## src/sv/lpal_pkg.sv

```systemverilog
// ----------------------------------------------------------------------------
// LPAL package
// Shared constants, codes and types of the table-driven phase oscillator.
// ----------------------------------------------------------------------------
package lpal_pkg;

  localparam int TABLE_DEPTH   = 256;
  localparam int ADDR_W        = $clog2(TABLE_DEPTH);
  localparam int MAX_FRAC_BITS = 16;
  localparam int PHASE_W       = 24;
  localparam int INC_W         = 32;
  localparam int SIZE_W        = 9;
  localparam int FB_W          = 5;
  localparam int MOD_W         = 25;
  localparam int DVD_W         = 33;
  localparam int PADDR_W       = 5;

  localparam logic [1:0] KIND_TICK  = 2'd0;
  localparam logic [1:0] KIND_WRITE = 2'd1;
  localparam logic [1:0] KIND_PHASE = 2'd2;

  localparam logic [2:0] REG_TABLE_SIZE  = 3'd0;
  localparam logic [2:0] REG_FRAC_BITS   = 3'd1;
  localparam logic [2:0] REG_FREQUENCY   = 3'd2;
  localparam logic [2:0] REG_RATE_HZ     = 3'd3;
  localparam logic [2:0] REG_FREQ_SHIFT  = 3'd4;

  typedef struct packed {
    logic [SIZE_W-1:0] size;
    logic [FB_W-1:0]   fb;
    logic [23:0]       freq;
    logic [15:0]       rate;
    logic [4:0]        shift;
    logic [MOD_W-1:0]  modulus;
  } cfg_t;

  typedef struct packed {
    logic             start;
    logic [DVD_W-1:0] dividend;
    logic [MOD_W-1:0] divisor;
  } div_req_t;

  typedef struct packed {
    logic             busy;
    logic             done;
    logic [DVD_W-1:0] quot;
    logic [MOD_W-1:0] rem;
  } div_rsp_t;

  typedef struct packed {
    logic              start;
    logic [ADDR_W-1:0] idx;
    logic [ADDR_W-1:0] nxt;
    logic [15:0]       frac;
    logic [FB_W-1:0]   fb;
  } interp_req_t;

endpackage

```

## src/sv/lpal_cfg_regs.sv

```systemverilog
// ----------------------------------------------------------------------------
// LPAL configuration registers
// APB register file with clamped effective values and the phase modulus.
// ----------------------------------------------------------------------------
module lpal_cfg_regs (
  input  logic                        clk,
  input  logic                        rst,
  input  logic                        psel,
  input  logic                        penable,
  input  logic                        pwrite,
  input  logic [lpal_pkg::PADDR_W-1:0] paddr,
  input  logic [31:0]                 pwdata,
  output logic [31:0]                 prdata,
  output lpal_pkg::cfg_t              cfg,
  output logic                        cfg_wr
);
  import lpal_pkg::*;

  logic [SIZE_W-1:0] table_size;
  logic [FB_W-1:0]   frac_bits;
  logic [23:0]       frequency;
  logic [15:0]       rate_hz;
  logic [4:0]        freq_shift;
  logic [2:0]        reg_idx;
  logic              wr;

  assign reg_idx = paddr[4:2];
  assign wr      = psel && penable && pwrite;

  always_ff @(posedge clk) begin
    if (rst) begin
      table_size  <= SIZE_W'(256);
      frac_bits   <= FB_W'(8);
      frequency   <= '0;
      rate_hz     <= 16'd44100;
      freq_shift  <= '0;
      cfg_wr      <= 1'b0;
    end else begin
      cfg_wr <= 1'b0;
      if (wr) begin
        case (reg_idx)
          REG_TABLE_SIZE: begin
            table_size <= pwdata[SIZE_W-1:0];
            cfg_wr     <= 1'b1;
          end
          REG_FRAC_BITS: begin
            frac_bits <= pwdata[FB_W-1:0];
            cfg_wr    <= 1'b1;
          end
          REG_FREQUENCY: begin
            frequency <= pwdata[23:0];
            cfg_wr    <= 1'b1;
          end
          REG_RATE_HZ: begin
            rate_hz <= pwdata[15:0];
            cfg_wr  <= 1'b1;
          end
          REG_FREQ_SHIFT: begin
            freq_shift <= pwdata[4:0];
            cfg_wr     <= 1'b1;
          end
          default: begin
          end
        endcase
      end
    end
  end

  always_comb begin
    case (reg_idx)
      REG_TABLE_SIZE:  prdata = 32'(table_size);
      REG_FRAC_BITS:   prdata = 32'(frac_bits);
      REG_FREQUENCY:   prdata = 32'(frequency);
      REG_RATE_HZ:     prdata = 32'(rate_hz);
      REG_FREQ_SHIFT:  prdata = 32'(freq_shift);
      default:         prdata = '0;
    endcase
  end

  always_comb begin
    if (table_size == '0) begin
      cfg.size = SIZE_W'(1);
    end else if (table_size > SIZE_W'(TABLE_DEPTH)) begin
      cfg.size = SIZE_W'(TABLE_DEPTH);
    end else begin
      cfg.size = table_size;
    end
    cfg.fb      = (frac_bits > FB_W'(MAX_FRAC_BITS)) ? FB_W'(MAX_FRAC_BITS) : frac_bits;
    cfg.freq    = frequency;
    cfg.rate    = (rate_hz == '0) ? 16'd1 : rate_hz;
    cfg.shift   = freq_shift;
    cfg.modulus = MOD_W'(cfg.size) << cfg.fb;
  end

endmodule

```

## config.mk

```make
export PLATFORM = sky130hd
export DESIGN_NAME = lpal_cfg_regs
export DESIGN_NICKNAME = d
export VERILOG_FILES = /design/src/sv/lpal_pkg.sv /design/src/sv/lpal_cfg_regs.sv
export SDC_FILE = /design/constraint.sdc
export NUM_CORES = 1
export LEC_CHECK = 0
export CAP_MARGIN = 5
export CORE_MARGIN = 2
export CORE_UTILIZATION = 50
export DETAILED_ROUTE_END_ITERATION = 10
export DONT_BUFFER_PORTS = 1
export GPL_TIMING_DRIVEN = 0
export PLACE_DENSITY_LB_ADDON = 0.1
export REMOVE_ABC_BUFFERS = 1
export SETUP_SLACK_MARGIN = 0.15
export SLEW_MARGIN = 15
export SYNTH_ARGS = -nofsm -noshare
export SYNTH_HDL_FRONTEND = slang
export SYNTH_SLANG_ARGS = --single-unit
```

## constraint.sdc

```tcl
create_clock -name clk -period 5.6 [get_ports clk]
set_clock_uncertainty 0.1 [all_clocks]
set_input_delay 0.56 -clock clk [delete_from_list [all_inputs] [get_ports clk]]
set_output_delay 0.56 -clock clk [all_outputs]
set_load 0.05 [all_outputs]
```

==> flow_summary.ini, run 1 <==
[logic_synthesis]
synth_seq_area_share = 0.335
async_reset_ff_frac = 0
synth_seq_cells = 60
netlist_area_um2 = 3580
ys_types = 50
syn_area_per_cell_um2 = 7.49
synth-edff-count = 0
synthCells = 478
synth_flop_cell = dfxtp_1
synth_warnings = 0

[cells_and_area]
layout_common_cells = 98 x nand2_1, 59 x dfxtp_1, 47 x nor2_1
fillers = 696
final_common_cell = nand2_1
nNetsFinal = 478
area_delta_synth_final_pct = 3.63
drive_above_1_share = 0.0816
n_antenna_cell = 0

[min_path]
min_delay_path_depth = 1
hold_path.class = in2reg
whs_endpoint = frequency[12]
min_from = rst

[clock_tree]
cts_hold_buf = 0
post_cts_buffers = 0
cts_buffers = 9
clock_path_buffers = 2
clock_sinks = 60
htree_levels = 3
worstSkewPairLatency_ps = 340
cts_resized = 0
clk_pin_slew_ps = 80
cts_root_buf = clkbuf_8
cts_tree = yes

[setup_path]
timing.reg2reg.setup_slack_ps = 4080
path_delay_family = compound AO/OA/AOI/OAI gates
critical_path_class = reg2out
path_max_fanout = 16
crit_path_top_delay_cell = dfxtp_1
reg2reg_from = table_size[8]
rr_worst_depth = 3
end_kind = primary output
crit_path_cell_trace = nand2b_1, inv_2, a2111o_1, and2_1, o32ai_2
critical_path.startpoint_type = register
required_ps = 4940
reg2reg_to = table_size[8]
slowest_delay_ps = 1020
crit_buf_inv = 1
arrival_ps = 3560

[timing]
setup_viol = 0
timing.final.crit_share = 0.754
achievable-frequency_mhz = 237
period_needed_ps = 4220
rsz0062_at_grt = no
hold_violations = 0
tns_ps = 0
maxSlewHeadroom = 0.224
tightest_slew_ps = 1180
final_max_slew_viol_count = 0

[routing]
drt_iter0_drc = 124
drc = 0
dr_total_vias = 3229
routed_via_density = 6.01
firstDrtPassIters = 4
ant_nets = 0
wl_per_cell_um = 19.2
routed_wl_mm = 10.3

[pwr]
swShare = 0.263
vdd_ir_drop_max_mv = 0.183
p_comb_frac = 0.062
power.density_nw_per_um2 = 255
p_int_uw = 697
p_seq_frac = 0.472
clkPwrFrac = 0.466
power.leakage_nw = 1.35
fin_total_pwr_uw = 945
switchingPower_uw = 248

[place]
io_buffers = 0
hpwl_mm = 7.01
gp_congestion = 0.886

[global_routing]
grt_pass1_wl_mm = 15.9
gr-usage-all-layers = 0.263
antenna_found_initial = 0
grt_pass1_vias = 3019
grt_overflow_total = 0
grt_max_degree = 61

[flow_run]
maxCapViolCount = 0

[floorplanning]
pin_count = 159
fp.coreArea_um2 = 6870
die_area_um2 = 7850
placementRows = 30
start_util = 0.521
die_x_um = 88.6
die_y_um = 88.6

[run_status]
status = finished clean
Yosys cell counts (7+ instances only):
library cell,count,area share
a21oi_1,38,0.053
a22oi_1,15,0.031
and2_1,10,0.017
buf_4,10,0.021
clkbuf_1,43,0.045
dfxtp_1,60,0.34
mux2_1,9,0.028
mux2i_1,27,0.075
nand2_1,98,0.10
nand3_1,7,0.0098
nand3b_1,9,0.019
nor2_1,47,0.049
nor2b_1,11,0.019
o22ai_1,10,0.017
how the worst max path moves through the flow:
stage | from | to | slack [ps] | depth (start not counted)
5_1_grt | frac_bits[4] | cfg[4] | 1290 | 5
4_1_cts | frac_bits[4] | cfg[9] | 1380 | 5
3_5_place_dp | frac_bits[4] | cfg[9] | 1740 | 5
3_3_place_gp | frac_bits[4] | cfg[9] | 1280 | 5
2_1_floorplan | frac_bits[4] | cfg[9] | 1650 | 5
6_report | frac_bits[4] | cfg[9] | 1380 | 5
final cells by class:
cell class / instances / area, um2 / area share
repair buffers: 2 / 12.5 / 0.00337
clock buffers: 9 / 124 / 0.0334
multi-input cells: 355 / 2120 / 0.572
well taps: 96 / 120 / 0.0324
inverters: 8 / 30.0 / 0.00809
flip-flops and latches: 60 / 1200 / 0.324
clock inverters: 7 / 98.8 / 0.0266
logic make-up (layout without fill, tap and decap cells):
kind of cell | after synthesis | in the layout | share of synthesized area
other | 1 | 8 | 0.00105
AND/OR/NAND/NOR | 212 | 212 | 0.278
buffers and inverters | 70 | 26 | 0.0877
multiplexers | 39 | 39 | 0.119
flip-flops | 60 | 60 | 0.335
AO/OA/AOI/OAI | 96 | 96 | 0.179
per-layer routing:
layer	wire [um]	vias to the layer above	GRT usage
met5	0	-	0
met4	133	0	0.0771
met3	910	17	0.0961
met2	4800	134	0.411
met1	4440	1533	0.343
li1	-	1545	-
flip-flops by register name (all words and copies together), names as in the netlist:
register    count
frequency      24
freq_shift      5
frac_bits       5
table_size      9
rate_hz        16
cfg_wr          1
per-stage QoR:
stage | setup WS (ps) | instance area, um2 | utilization | hold slack [ps] | instances
floorplan | 1650 | 3320 | - | 341 | 423
global placement | 1280 | 3440 | 0.501 | 363 | 519
detailed placement | 1740 | 3490 | 0.508 | 372 | 521
CTS | 1380 | 3710 | 0.540 | 159 | 537
global route | 1290 | 3710 | 0.540 | 155 | 537
finish | 1380 | 3710 | 0.540 | 166 | 537
power groups by stage:
stage               clock network (mW)  registers, mW  logic, mW
global route                     0.466          0.446     0.0631
finish                           0.440          0.446     0.0590
detailed placement                   0          0.456     0.0589
floorplan                            0          0.454     0.0521
global placement                     0          0.456     0.0578
CTS                              0.447          0.446     0.0590
Power figures use the tool's default switching activity.
==> run 2, diff against run 1 <==
Settings changed: ABC_AREA set to 1.
Clock period 5.6 ns to 4.3 ns, I/O delays scaled along.
==> run 2 against run 1 <==
Effect of this change:
- final cell count grew 9.9%
- via count grew 5.8%
- critical path type unchanged
- global-route usage grew 0.29 points
- core utilization shrank 1.4 points
- synthesized cell count grew 13%
- register-to-register slack lost 1300 ps
- non-clock buffer count shrank 2
==> flow_summary.ini, run 2 <==
[run_status]
status = finished clean

[logic_synthesis]
synth_seq_cells = 60
yosysMostFrequentCell = nor2_1
synth_seq_area_share = 0.346
synth_compound_area_frac = 0.188
synth_xor_area_frac = 0
synth_top_area_cell = dfxtp_1
ys_types = 34
synth-edff-count = 0
netlist_area_um2 = 3470
synth.area.mux_share = 0
synthSimpleGateAreaFrac = 0.324
synth_flop_cell = dfxtp_1
synth_top_family_by_area = simple AND/OR/NAND/NOR gates
yosys-top-cells-area = dfxtp_1 35%, nor2_1 10%, nand2_1 8.9%, o21ai_0 8.6%, nand3_1 7.8%
synth_warnings = 0
synthAdderAreaFrac = 0
synthCells = 538
yosysTopAreaCellShare = 0.346
synth_common_cells = 94 x nor2_1, 82 x nand2_1, 60 x dfxtp_1, 60 x o21ai_0, 54 x nand3_1
async_reset_ff_frac = 0
syn_area_per_cell_um2 = 6.46

[cells_and_area]
drive_above_1_share = 0.0725
largest_reg_flops = 24
area_delta_synth_final_pct = 2.30
regMostFlops = frequency
layout_common_cells = 94 x nor2_1, 82 x nand2_1, 59 x dfxtp_1
n_antenna_cell = 0
nNetsFinal = 548
final_area_um2 = 3550
top_regs = frequency: 24 flops, rate_hz: 16 flops, table_size: 9 flops
final_common_cell = nor2_1

[routing]
ant_nets = 0
routed_wl_mm = 9.86
wl_per_cell_um = 16.7
routed_via_density = 5.79
dr_total_vias = 3416
drc = 0
drt_iter0_drc = 183
firstDrtPassIters = 4

[place]
place_area_um2 = 3330
hpwl_mm = 7.04
gp_congestion = 0.877
io_buffers = 0

[global_routing]
grt_pass1_vias = 3207
grt_overflow_total = 0
antenna_found_initial = 0
grt_pass1_wl_mm = 15.9
gr-usage-all-layers = 0.266
grt_max_degree = 59

[setup_path]
reg2reg_from = table_size[8]
arrival_ps = 3380
crit_path_end = cfg[7]
reg2reg_to = table_size[8]
rr_worst_depth = 2
critical_path_class = reg2out
crit_path_cell_trace = inv_1, nor2_1, nor2_1, nand2_1, nand3_1, nand3_1, nand2_1, nand2_1, nor2_1
crit_path_top_delay_cell = nor2_1
critical_path.startpoint_type = register
slowest_delay_ps = 790
cp-startpoint = table_size[8]
timing.reg2reg.setup_slack_ps = 2810
path_max_fanout = 7
end_kind = primary output
required_ps = 3770

[timing]
setup_viol = 0
maxSlewHeadroom = 0.224
rsz0062_at_grt = no
tns_ps = 0
hold_violations = 0
timing.final.crit_share = 0.909
final_max_slew_viol_count = 0
tightest_slew_ps = 1180
achievable-frequency_mhz = 256
period_needed_ps = 3910

[floorplanning]
pin_count = 159
die_x_um = 87.4
placementRows = 30
start_util = 0.514
die_y_um = 87.4
fp.coreArea_um2 = 6760
die_area_um2 = 7630

[pwr]
power.density_nw_per_um2 = 356
vdd_ir_drop_max_mv = 0.215
power.leakage_nw = 1.55
fin_total_pwr_mw = 1.26

[clock_tree]
htree_levels = 3
clk_pin_slew_ps = 70
cts_tree = yes
post_cts_buffers = 0
cts_buffers = 9
cts_root_buf = clkbuf_8
clock_sinks = 60
worstSkewPairLatency_ps = 330
clock_path_buffers = 2

[min_path]
hold_path.class = in2reg

[flow_run]
maxCapViolCount = 0
## run 2: cell types whose count changed after synthesis, sizes merged, moves of 9 or more
cell	previous run	this run
o21ai	5	68
nor2	47	101
inv	8	55
nand3	7	54
mux2i	27	0
clkbuf	43	27
nand2	98	83
a21oi	39	25
a22oi	15	3
nor2b	11	0
mux2	10	0
o22ai	10	0
and2	10	1
nand3b	9	0
## run 2: where the power goes
| group | internal (mW) | leakage, nW | switching (mW) |
|---|---|---|---|
| clock | 0.339 | 0.109 | 0.215 |
| sequential | 0.563 | 0.485 | 0.0277 |
| combinational | 0.0187 | 0.957 | 0.100 |
| total | 0.921 | 1.55 | 0.343 |
## run 2: worst min path at each step
| stage | from | end | cells after the start |
|---|---|---|---|
| CTS | rst | cfg_wr | 1 |
| global placement | table_size[2] | table_size[2] | 2 |
| global route | rst | cfg_wr | 1 |
| finish | rst | cfg_wr | 1 |
| floorplan | rate_hz[0] | rate_hz[0] | 2 |
| detailed placement | table_size[2] | table_size[2] | 2 |
## run 2: routing by layer
metal  GRT usage  wire, um  up-vias
met2       0.428      4530      147
met5           0         0        -
li1            -         -     1685
met3       0.105      1000       15
met4      0.0699       117        0
met1       0.333      4210     1569
## run 2: final cells by class
| class | count | area (um2) |
|---|---|---|
| fill | 692 | 3200 |
| multi-input combinational | 378 | 1820 |
| sequential | 60 | 1200 |
| inverter | 57 | 216 |
| clock buffer | 11 | 141 |
| tap | 80 | 100 |
| clock inverter | 4 | 73.8 |
## run 2: per-stage QoR
stage          hold WS, ps  setup slack [ps]  cells  utilization
3_5_place_dp           399              56.3    575        0.493
2_1_floorplan          362               686    495            -
4_1_cts               58.1               247    590        0.526
5_1_grt               66.0               233    590        0.526
6_report              74.9               390    590        0.526
3_3_place_gp           391               204    575        0.493
## run 2: cell families after synthesis
| kind of cell | count (synthesis) |
|---|---|
| DFF | 60 |
| other | 1 |
| AOI/OAI and AO/OA | 115 |
| buffers and inverters | 107 |
| and+or+nand+nor | 255 |
## run 2: what timing repair did
item | 4_1_cts | 5_1_grt
hold buffers | 0 | 0
setup endpoints to repair | 17 | 0
resized for setup | 1 | 0
## run 2: worst max-delay path, delay by kind of cell, from the launching register on
family                 cells  cell delay [ps]
buffers and inverters      1              280
DFF                        1              550
and+or+nand+nor            8             2210
