--- src/sv/lpal_pkg.sv ---
// ----------------------------------------------------------------------------
// LPAL package
// Shared constants, codes and types of the table-driven phase oscillator.
// ----------------------------------------------------------------------------
package lpal_pkg;

  localparam int TABLE_DEPTH   = 256;
  localparam int ADDR_W        = $clog2(TABLE_DEPTH);
  localparam int MAX_FRAC_BITS = 16;
  localparam int PHASE_W       = 24;
  localparam int INC_W         = 32;
  localparam int SIZE_W        = 9;
  localparam int FB_W          = 5;
  localparam int MOD_W         = 25;
  localparam int DVD_W         = 33;
  localparam int PADDR_W       = 5;

  localparam logic [1:0] KIND_TICK  = 2'd0;
  localparam logic [1:0] KIND_WRITE = 2'd1;
  localparam logic [1:0] KIND_PHASE = 2'd2;

  localparam logic [2:0] REG_TABLE_SIZE  = 3'd0;
  localparam logic [2:0] REG_FRAC_BITS   = 3'd1;
  localparam logic [2:0] REG_FREQUENCY   = 3'd2;
  localparam logic [2:0] REG_RATE_HZ     = 3'd3;
  localparam logic [2:0] REG_FREQ_SHIFT  = 3'd4;

  typedef struct packed {
    logic [SIZE_W-1:0] size;
    logic [FB_W-1:0]   fb;
    logic [23:0]       freq;
    logic [15:0]       rate;
    logic [4:0]        shift;
    logic [MOD_W-1:0]  modulus;
  } cfg_t;

  typedef struct packed {
    logic             start;
    logic [DVD_W-1:0] dividend;
    logic [MOD_W-1:0] divisor;
  } div_req_t;

  typedef struct packed {
    logic             busy;
    logic             done;
    logic [DVD_W-1:0] quot;
    logic [MOD_W-1:0] rem;
  } div_rsp_t;

  typedef struct packed {
    logic              start;
    logic [ADDR_W-1:0] idx;
    logic [ADDR_W-1:0] nxt;
    logic [15:0]       frac;
    logic [FB_W-1:0]   fb;
  } interp_req_t;

endpackage

--- src/sv/lpal_divider.sv ---
// ----------------------------------------------------------------------------
// LPAL divider
// Restoring divider, one quotient bit per cycle, giving quotient and remainder.
// ----------------------------------------------------------------------------
module lpal_divider (
  input  logic                clk,
  input  logic                rst,
  input  lpal_pkg::div_req_t  req,
  output lpal_pkg::div_rsp_t  rsp
);
  import lpal_pkg::*;

  localparam int CNT_W = $clog2(DVD_W + 1);

  logic [DVD_W-1:0] dvd;
  logic [MOD_W-1:0] rem;
  logic [MOD_W-1:0] dsr;
  logic [CNT_W-1:0] count;
  logic             busy;
  logic             done;
  logic [MOD_W:0]   partial;
  logic [MOD_W+1:0] diff;

  assign partial = {rem, dvd[DVD_W-1]};
  assign diff    = {1'b0, partial} - {2'b00, dsr};

  always_ff @(posedge clk) begin
    if (rst) begin
      busy  <= 1'b0;
      done  <= 1'b0;
      count <= '0;
    end else begin
      done <= 1'b0;
      if (req.start && !busy) begin
        busy  <= 1'b1;
        count <= CNT_W'(DVD_W);
      end else if (busy) begin
        count <= count - CNT_W'(1);
        if (count == CNT_W'(1)) begin
          busy <= 1'b0;
          done <= 1'b1;
        end
      end
    end
  end

  always_ff @(posedge clk) begin
    if (req.start && !busy) begin
      dvd <= req.dividend;
      rem <= '0;
      dsr <= req.divisor;
    end else if (busy) begin
      if (!diff[MOD_W+1]) begin
        rem <= diff[MOD_W-1:0];
        dvd <= {dvd[DVD_W-2:0], 1'b1};
      end else begin
        rem <= partial[MOD_W-1:0];
        dvd <= {dvd[DVD_W-2:0], 1'b0};
      end
    end
  end

  assign rsp.busy = busy;
  assign rsp.done = done;
  assign rsp.quot = dvd;
  assign rsp.rem  = rem;

endmodule

--- config.mk ---
export PLATFORM = sky130hd
export DESIGN_NAME = lpal_divider
export DESIGN_NICKNAME = d
export VERILOG_FILES = /design/src/sv/lpal_pkg.sv /design/src/sv/lpal_divider.sv
export SDC_FILE = /design/constraint.sdc
export NUM_CORES = 1
export LEC_CHECK = 0
export ABC_AREA = 1
export BUFFER_PORTS_ARGS = -buffer_cell sky130_fd_sc_hd__buf_2
export CORE_ASPECT_RATIO = 1.4
export CORE_MARGIN = 2
export CORE_UTILIZATION = 43
export DETAILED_ROUTE_END_ITERATION = 8
export PLACE_DENSITY_LB_ADDON = 0.15
export SLEW_MARGIN = 10
export SYNTH_ARGS = -nofsm -noshare
export SYNTH_HDL_FRONTEND = slang
export SYNTH_SLANG_ARGS = --single-unit
--- constraint.sdc ---
create_clock -name clk -period 6.15 [get_ports clk]
set_input_delay 0.615 -clock clk [delete_from_list [all_inputs] [get_ports clk]]
set_output_delay 0.615 -clock clk [all_outputs]
set_load 0.005 [all_outputs]
==> results of run 1 <==
[Yosys cell counts, drive strengths merged, types with 2 or more instances]
cell,instances,share of area
dfxtp,33,0.11
nor4,2,0.0021
nand3,62,0.058
nand2,359,0.23
nor3,4,0.0043
nand4,7,0.0075
clkbuf,7,0.0045
or2,2,0.0021
o21ai,11,0.011
xnor2,8,0.012
buf,14,0.020
nor2,37,0.029
nand3b,12,0.018
ha,27,0.058
edfxtp,58,0.30
inv,156,0.10
a21oi,17,0.018
a31oi,2,0.0021
[worst min path at each step]
stage	endpoint	slack (ns)	cells past startpoint
2_1_floorplan	count[5]$_SDFFE_PP0P_	0.45	2
3_3_place_gp	rem[11]$_SDFFE_PP0P_	0.48	2
3_5_place_dp	rem[9]$_SDFFE_PP0P_	0.48	2
4_1_cts	dsr[5]$_DFFE_PP_	0.43	1
5_1_grt	dsr[20]$_DFFE_PP_	0.42	1
6_report	dsr[10]$_DFFE_PP_	0.44	1
[through the flow]
step                      area, sq um  std cells
final                            6850       1124
after global placement           6560       1108
after detailed placement         6560       1108
after floorplan                  5840        823
after CTS                        6850       1124
after global routing             6850       1124
[cell type report]
class | count | area (sq um) | area share
sequential | 91 | 2400 | 0.351
clock inverter | 7 | 67.6 | 0.00987
multi-input combinational | 555 | 2710 | 0.396
clock buffer | 9 | 225 | 0.0329
timing repair buffer | 124 | 631 | 0.0921
inverter | 156 | 586 | 0.0855
tap | 182 | 228 | 0.0333
[cell usage in the layout, fill, tap and decap left out, drive strengths merged, types with 9 or more instances in the layout]
master / synthesis / final
clkbuf: 7 / 9
nand2: 359 / 359
a21oi: 17 / 17
buf: 14 / 124
inv: 156 / 160
dfxtp: 33 / 33
o21ai: 11 / 11
nand3b: 12 / 12
edfxtp: 58 / 58
nand3: 62 / 62
nor2: 37 / 37
ha: 27 / 27
[critical path: cells and delay by family (launching register included)]
family / cells / cell delay (ns)
buffers and inverters: 2 / 0.18
AND/OR/NAND/NOR: 6 / 1.55
flip-flops: 1 / 0.39
adder cells (fa/ha/maj): 2 / 0.58
AO/OA/AOI/OAI: 1 / 0.12
[flip-flops by register name, summed over array words and instances, names as in the netlist]
| register | count |
|---|---|
| dvd | 33 |
| busy | 1 |
| rem | 25 |
| dsr | 25 |
| done | 1 |
| count | 6 |
[cells by family (layout without fill, tap and decap cells)]
kind of cell / count (synthesis) / in the layout
compound gates: 30 / 30
buf+inv: 177 / 296
fa+ha+maj: 28 / 28
flops: 91 / 91
xor+xnor: 9 / 9
simple gates: 488 / 488
[per-layer routing]
| layer | share of wire | vias up | routed length (um) |
|---|---|---|---|
| met4 | 0.021 | 0 | 297 |
| met5 | 0 | - | 0 |
| met1 | 0.42 | 2326 | 6000 |
| met2 | 0.52 | 125 | 7460 |
| met3 | 0.048 | 19 | 695 |
| li1 | - | 2764 | - |
[power groups by stage]
stage / Sequential, mW / Clock [mW] / Combinational [mW]
after global routing: 0.926 / 0.594 / 1.74
after global placement: 0.922 / 0 / 1.52
after floorplan: 0.908 / 0 / 1.15
final: 0.907 / 0.557 / 1.52
after detailed placement: 0.920 / 0 / 1.52
after CTS: 0.910 / 0.571 / 1.53
==> summary.md, run 1 <==
| Metric | Value |
|---|---|
| Setup Slack @ Placement | 3.23 ns |
| Number of max-slew violations in the final report | 0 |
| Worst-case headroom to the max-slew limit | 0.244 |
| Maximum number of pins on one net before global-route repair | 58 |
| Total of cells resized after clock tree synthesis | 0 |
| Reg2Reg Launch Point | dvd[32]$_DFFE_PP_ |
| Switching power total | 1.33 mW |
| Met3 GRT Util | 0.0443 |
| Origin of the worst min-delay path | req[10] |
| Actual transition at the worst max-transition pin | 1.13 ns |
| Final nets | 1026 |
| Port Buf Inserts | 120 |
| Class of the tightest hold or removal check | input port to register |
| Seq pwr share | 0.304 |
| Reg-to-reg slack, setup | 3.26 ns |
| Period Utilization, post-route | 0.470 |
| Total congestion overflow | 0 |
| Layer carrying the most global-route usage | met2 |
| Crit path required time | 6.42 ns |
| Final wirelength | 14500 um |
| Logic pwr share | 0.509 |
| Delay of the slowest cell on the worst path | 0.54 ns |
| Critical path class | register to register |
| Count of endpoints failing setup in the final report | 0 |
| Endpoint of the most critical setup path | rem[7]$_SDFFE_PP0P_ |
| First element of the critical path | dvd[32]$_DFFE_PP_ |
| Die width | 102 um |
| Initial antenna violation count | 0 |
| Number of search-and-repair iterations in the first detailed-routing pass | 5 |
| Synth Area in Simple Gates | 0.359 |
| Fraction of the yosys area taken by sequential cells | 0.411 |
| Weighted congestion at the end of routability-driven global placement | 0.924 |
| Fraction of final layout cells sized beyond drive strength 1 | 0.185 |
| Average cell area after synthesis | 7.09 sq um |
| Fraction of met2 tracks used by global routing | 0.377 |
| Most frequently used flop master after synthesis | edfxtp_1 |
| Crit path max fanout | 29 |
| TritonCTS Sinks | 91 |
| Share of the synthesized area in compound gates (AO/OA/AOI/OAI) | 0.0306 |
| Setup repair after global routing missed its margin | no |
| Number of enable-type register cells in the synthesized netlist | 58 |
| Pleak | 3.81 nW |
| Clock tree from TritonCTS | done |
| Aggregate negative setup slack | 0 ns |
| Die extent in y | 142 um |
| Std-Cell Rows | 50 |
| YS warnings | 0 |
| Internal power | 1.65 mW |
| Run status | complete, no violations |
| Synth Area in Adders | 0.0613 |
| Asr flop ratio synth | 0 |
| Startpoint Class | register |
| HPWL after detailed placement | 10900 um |
| Routed WL per cell | 12.9 um |
| Number of instances in the synthesized netlist | 823 |
| Count of routing violations after the opening detailed-route iteration | 231 |
| Final count of hold timing violations | 0 |
| Mux cell area share after synthesis | 0 |
| Antenna Cells | 0 |
| Vias | 5234 |
| Post-CTS Hold Buffers | 0 |
| Endpoint class of the critical path | register |
| Post-CTS Repair Setup Buffers | 0 |
| Core outline area | 13300 sq um |
| Area Overhead vs Synth | 17.3% |
| Avg Vias per Cell | 4.66 |
| Clock root buffer master | clkbuf_16 |
| Master of the slowest instance on the critical path | nand2_2 |
| Filler Cells Inserted | 1379 |
| GRT Overall Usage | 0.210 |
| Final total power | 2.98 mW |
| Initial Util | 0.438 |
| Clk slew on worst S/H paths | 0.08 ns |
| Vias in the first global route | 5117 |
| Flops & latches, synth | 91 |
| Worst clock skew on the final layout | 0.00964 ns |
| Total standard cell area after synthesis | 5840 sq um |
| Arrival @ worst endpoint | 3.17 ns |
| Die outline area | 14500 sq um |
| Switching share of power | 0.446 |
| Terminus of the critical flop-to-flop path | rem[7]$_SDFFE_PP0P_ |
| First-pass GRT wire length | 23900 um |
| Worst setup slack after layout | 3.26 ns |
| Boundary Pins | 121 |
| H-tree levels | 3 |
| Clk network pwr share | 0.187 |
| Max rail drop VDD | 228 uV |
| Upper clock frequency limit | 0.346 GHz |
| Synthesized netlist net count | 912 |
| Post-Synth XOR/XNOR Area | 0.0135 |
| Clock insertion delay at the later pin of the skew report | 0.35 ns |
| Cell variety after synth | 38 |
| Hold slack final | 0.437 ns |
| Critical-path cell list | inv_1 > ha_1 > inv_1 > fa_1 > nand3_1 > nand3b_4 > nand2_2 > nand2_2 > nand2_1 > nand3_1 > o21ai_1 |
| Worst r2r path cells | 11 |
| Maximum clock path buffer count | 2 |
| Number of violations of the max-capacitance limit | 0 |
| Inserted Clock Buffers | 9 |
| DRT antenna net count | 0 |
| Post-layout util | 0.514 |
| GR met1 Demand/Resource | 0.241 |
| Time the worst path needs with I/O delays and setup | 2.89 ns |
| Dominant combinational cell family by area after synthesis | simple AND/OR/NAND/NOR gates |
| Total power density per cell area | 435 nW/um^2 |
| Number of DRC violations after detailed routing | 0 |
Note: power is estimated with default switching activity, not from simulation.
==> run 2, diff against run 1 <==
==> constraint.sdc (replaced) <==
create_clock -name clk -period 2.48 [get_ports clk]
set_input_delay 0.248 -clock clk [delete_from_list [all_inputs] [get_ports clk]]
set_output_delay 0.248 -clock clk [all_outputs]
set_load 0.005 [all_outputs]
==> run 2 against run 1 <==
  * Setup slack worse by 2.9 ns
  * Critical path depth up 5
  * Power rose to 2.5 times the previous value
  * First-iteration DRC count down 5.6%
  * Sequential power up 150%
==> summary.md, run 2 (synthesized netlist as in run 1, its figures left out) <==
| Metric | Value |
|---|---|
| Upper clock frequency limit | 0.465 GHz (was 0.346 GHz) |
| Clock tree from TritonCTS | done (unchanged) |
| Routed WL per cell | 12.8 um (was 12.9 um) |
| Max rail drop VDD | 378 uV (was 228 uV) |
| HPWL after detailed placement | 10900 um (about the same) |
| Std-Cell Rows | 50 (unchanged) |
| Logic pwr share | 0.511 (was 0.509) |
| Actual transition at the worst max-transition pin | 0.570 ns (was 1.13 ns) |
| Final nets | 1032 (was 1026) |
| First-pass GRT wire length | 23300 um (was 23900 um) |
| TritonCTS Sinks | 91 (unchanged) |
| Worst clock skew on the final layout | 0.00794 ns (was 0.00964 ns) |
| Setup repair after global routing missed its margin | no (unchanged) |
| Area Overhead vs Synth | 18.5% (was 17.3%) |
| Initial antenna violation count | 0 (unchanged) |
| Die outline area | 14500 sq um (unchanged) |
| Avg Vias per Cell | 4.62 (was 4.66) |
| Final total power | 7.48 mW (was 2.98 mW) |
| Die extent in y | 142 um (unchanged) |
| Non-Filler Cell Area, Final | 6920 sq um (was 6850 sq um) |
| Aggregate negative setup slack | 0 ns (unchanged) |
| Core outline area | 13300 sq um (unchanged) |
| Count of routing violations after the opening detailed-route iteration | 218 (was 231) |
| Endpoint class of the critical path | register (unchanged) |
| Clock root buffer master | clkbuf_16 (unchanged) |
| Arrival @ worst endpoint | 2.39 ns (was 3.17 ns) |
| Switching power total | 3.25 mW (was 1.33 mW) |
| Top library cells by usage in the layout, fill and taps aside | 350 x nand2_1, 150 x inv_1, 120 x buf_2 (unchanged) |
| Count of endpoints failing setup in the final report | 0 (unchanged) |
| Crit path required time | 2.72 ns (was 6.42 ns) |
| Final wirelength | 14400 um (was 14500 um) |
| DRT antenna net count | 0 (unchanged) |
| Number of violations of the max-capacitance limit | 0 (unchanged) |
| Maximum clock path buffer count | 2 (unchanged) |
| Worst-case headroom to the max-slew limit | 0.620 (was 0.244) |
| Total congestion overflow | 0 (unchanged) |
| Internal power | 4.23 mW (was 1.65 mW) |
| Port Buf Inserts | 120 (unchanged) |
| Clk network pwr share | 0.191 (was 0.187) |
| Period Utilization, post-route | 0.867 (was 0.470) |
| Total power density per cell area | 1080 nW/um^2 (was 435 nW/um^2) |
| Crit path max fanout | 4 (was 29) |
| Number of search-and-repair iterations in the first detailed-routing pass | 5 (unchanged) |
| Hold slack final | 0.0712 ns (was 0.437 ns) |
| Filler Cells Inserted | 1389 (was 1379) |
| H-tree levels | 3 (unchanged) |
| GRT Overall Usage | 0.204 (was 0.210) |
| Clk slew on worst S/H paths | 0.07 ns (was 0.08 ns) |
| Inserted Clock Buffers | 9 (unchanged) |
| Flip-flop count of the largest register, all copies and words added | 33 (unchanged) |
| Post-DP Area | 6610 sq um (was 6560 sq um) |
| Clock insertion delay at the later pin of the skew report | 0.34 ns (was 0.35 ns) |
| Vias in the first global route | 5000 (was 5117) |
| Time the worst path needs with I/O delays and setup | 2.15 ns (was 2.89 ns) |
| Maximum number of pins on one net before global-route repair | 46 (was 58) |
| Vias | 5216 (was 5234) |
| Boundary Pins | 121 (unchanged) |
| Run status | complete, no violations (unchanged) |
| Weighted congestion at the end of routability-driven global placement | 0.933 (was 0.924) |
| Startpoint Class | register (unchanged) |
| Die width | 102 um (unchanged) |
| Instance count after placement with tap cells included | 1114 (was 1108) |
| Post-CTS Hold Buffers | 0 (unchanged) |
| Seq pwr share | 0.298 (was 0.304) |
| Fraction of final layout cells sized beyond drive strength 1 | 0.189 (was 0.185) |
| Most common cell after layout, fill and taps aside | nand2_1 (unchanged) |
| Largest registers | dvd (33), dsr (25), rem (25) (unchanged) |
| Seq. cell area | 2400 sq um (unchanged) |
| Multi-input combinational cell area | 2710 sq um (about the same) |
| Class of the tightest hold or removal check | input port to register (unchanged) |
| Switching share of power | 0.435 (was 0.446) |
| Antenna Cells | 0 (unchanged) |
| Top reg by flops | dvd (unchanged) |
| Pleak | 3.84 nW (was 3.81 nW) |
| Number of DRC violations after detailed routing | 0 (unchanged) |
| Number of max-slew violations in the final report | 0 (unchanged) |
| Final Instance Count excl. Fillers | 1130 (was 1124) |
| Critical path class | register to register (unchanged) |
| Final count of hold timing violations | 0 (unchanged) |
| Initial Util | 0.438 (unchanged) |
==> run 2: through the flow <==
stage | util | setup slack (ns)
floorplan | - | 0.452
global placement | 0.496 | 0.289
detailed placement | 0.496 | 0.223
CTS | 0.519 | 0.201
global route | 0.519 | 0.0696
finish | 0.519 | 0.331
==> run 2: power groups by stage <==
stage	registers, mW	clock network, mW	logic (mW)
4_1_cts	2.24	1.46	3.85
3_5_place_dp	2.26	0	3.83
6_report	2.23	1.43	3.82
2_1_floorplan	2.25	0	2.85
3_3_place_gp	2.27	0	3.80
5_1_grt	2.28	1.51	4.37
==> run 2: repair_timing <==
item,in CTS,in global routing
setup endpoints to repair,0,1
setup buffers,0,0
gates resized for setup,0,1
==> run 2: cell type report <==
cell class,count,share of cell area
clock buffers,11,0.0351
clock inverters,5,0.00868
inverters,156,0.0846
multi-input cells,555,0.392
flip-flops and latches,91,0.347
well taps,182,0.0329
repair buffers,130,0.0994
==> run 2: worst max-delay path, stage by stage, from the launching register on <==
cell,delay (ns)
edfxtp_1,0.38
inv_1,0.10
ha_1,0.15
inv_1,0.08
fa_1,0.43
nand2_1,0.10
nand2_1,0.07
nand3_1,0.08
nand2_1,0.17
nand2_1,0.13
nand2_1,0.06
nand2_1,0.05
nand2_1,0.05
inv_1,0.04
nand2_1,0.04
nand3_1,0.07
nand2_1,0.05
==> run 2: final timing paths <==
path / start / end / slack [ns] / cells after the start
hold / removal: rst / done$_SDFF_PP0_ / 0.07 / 2
hold reg to reg: rem[15]$_SDFFE_PP0P_ / rem[15]$_SDFFE_PP0P_ / 0.48 / 2
setup / recovery: dvd[32]$_DFFE_PP_ / rem[12]$_SDFFE_PP0P_ / 0.33 / 16
setup reg to reg: dvd[32]$_DFFE_PP_ / rem[12]$_SDFFE_PP0P_ / 0.33 / 16
==> run 2: metal layers <==
metal  part of all wire  routed length, um  up-vias  global-route usage
li1                   -                  -     2768                   -
met1               0.43               6190     2321               0.243
met2               0.51               7320      108               0.357
met3              0.045                652       19              0.0473
met4              0.019                270        0              0.0681
met5                  0                  0        -                   0
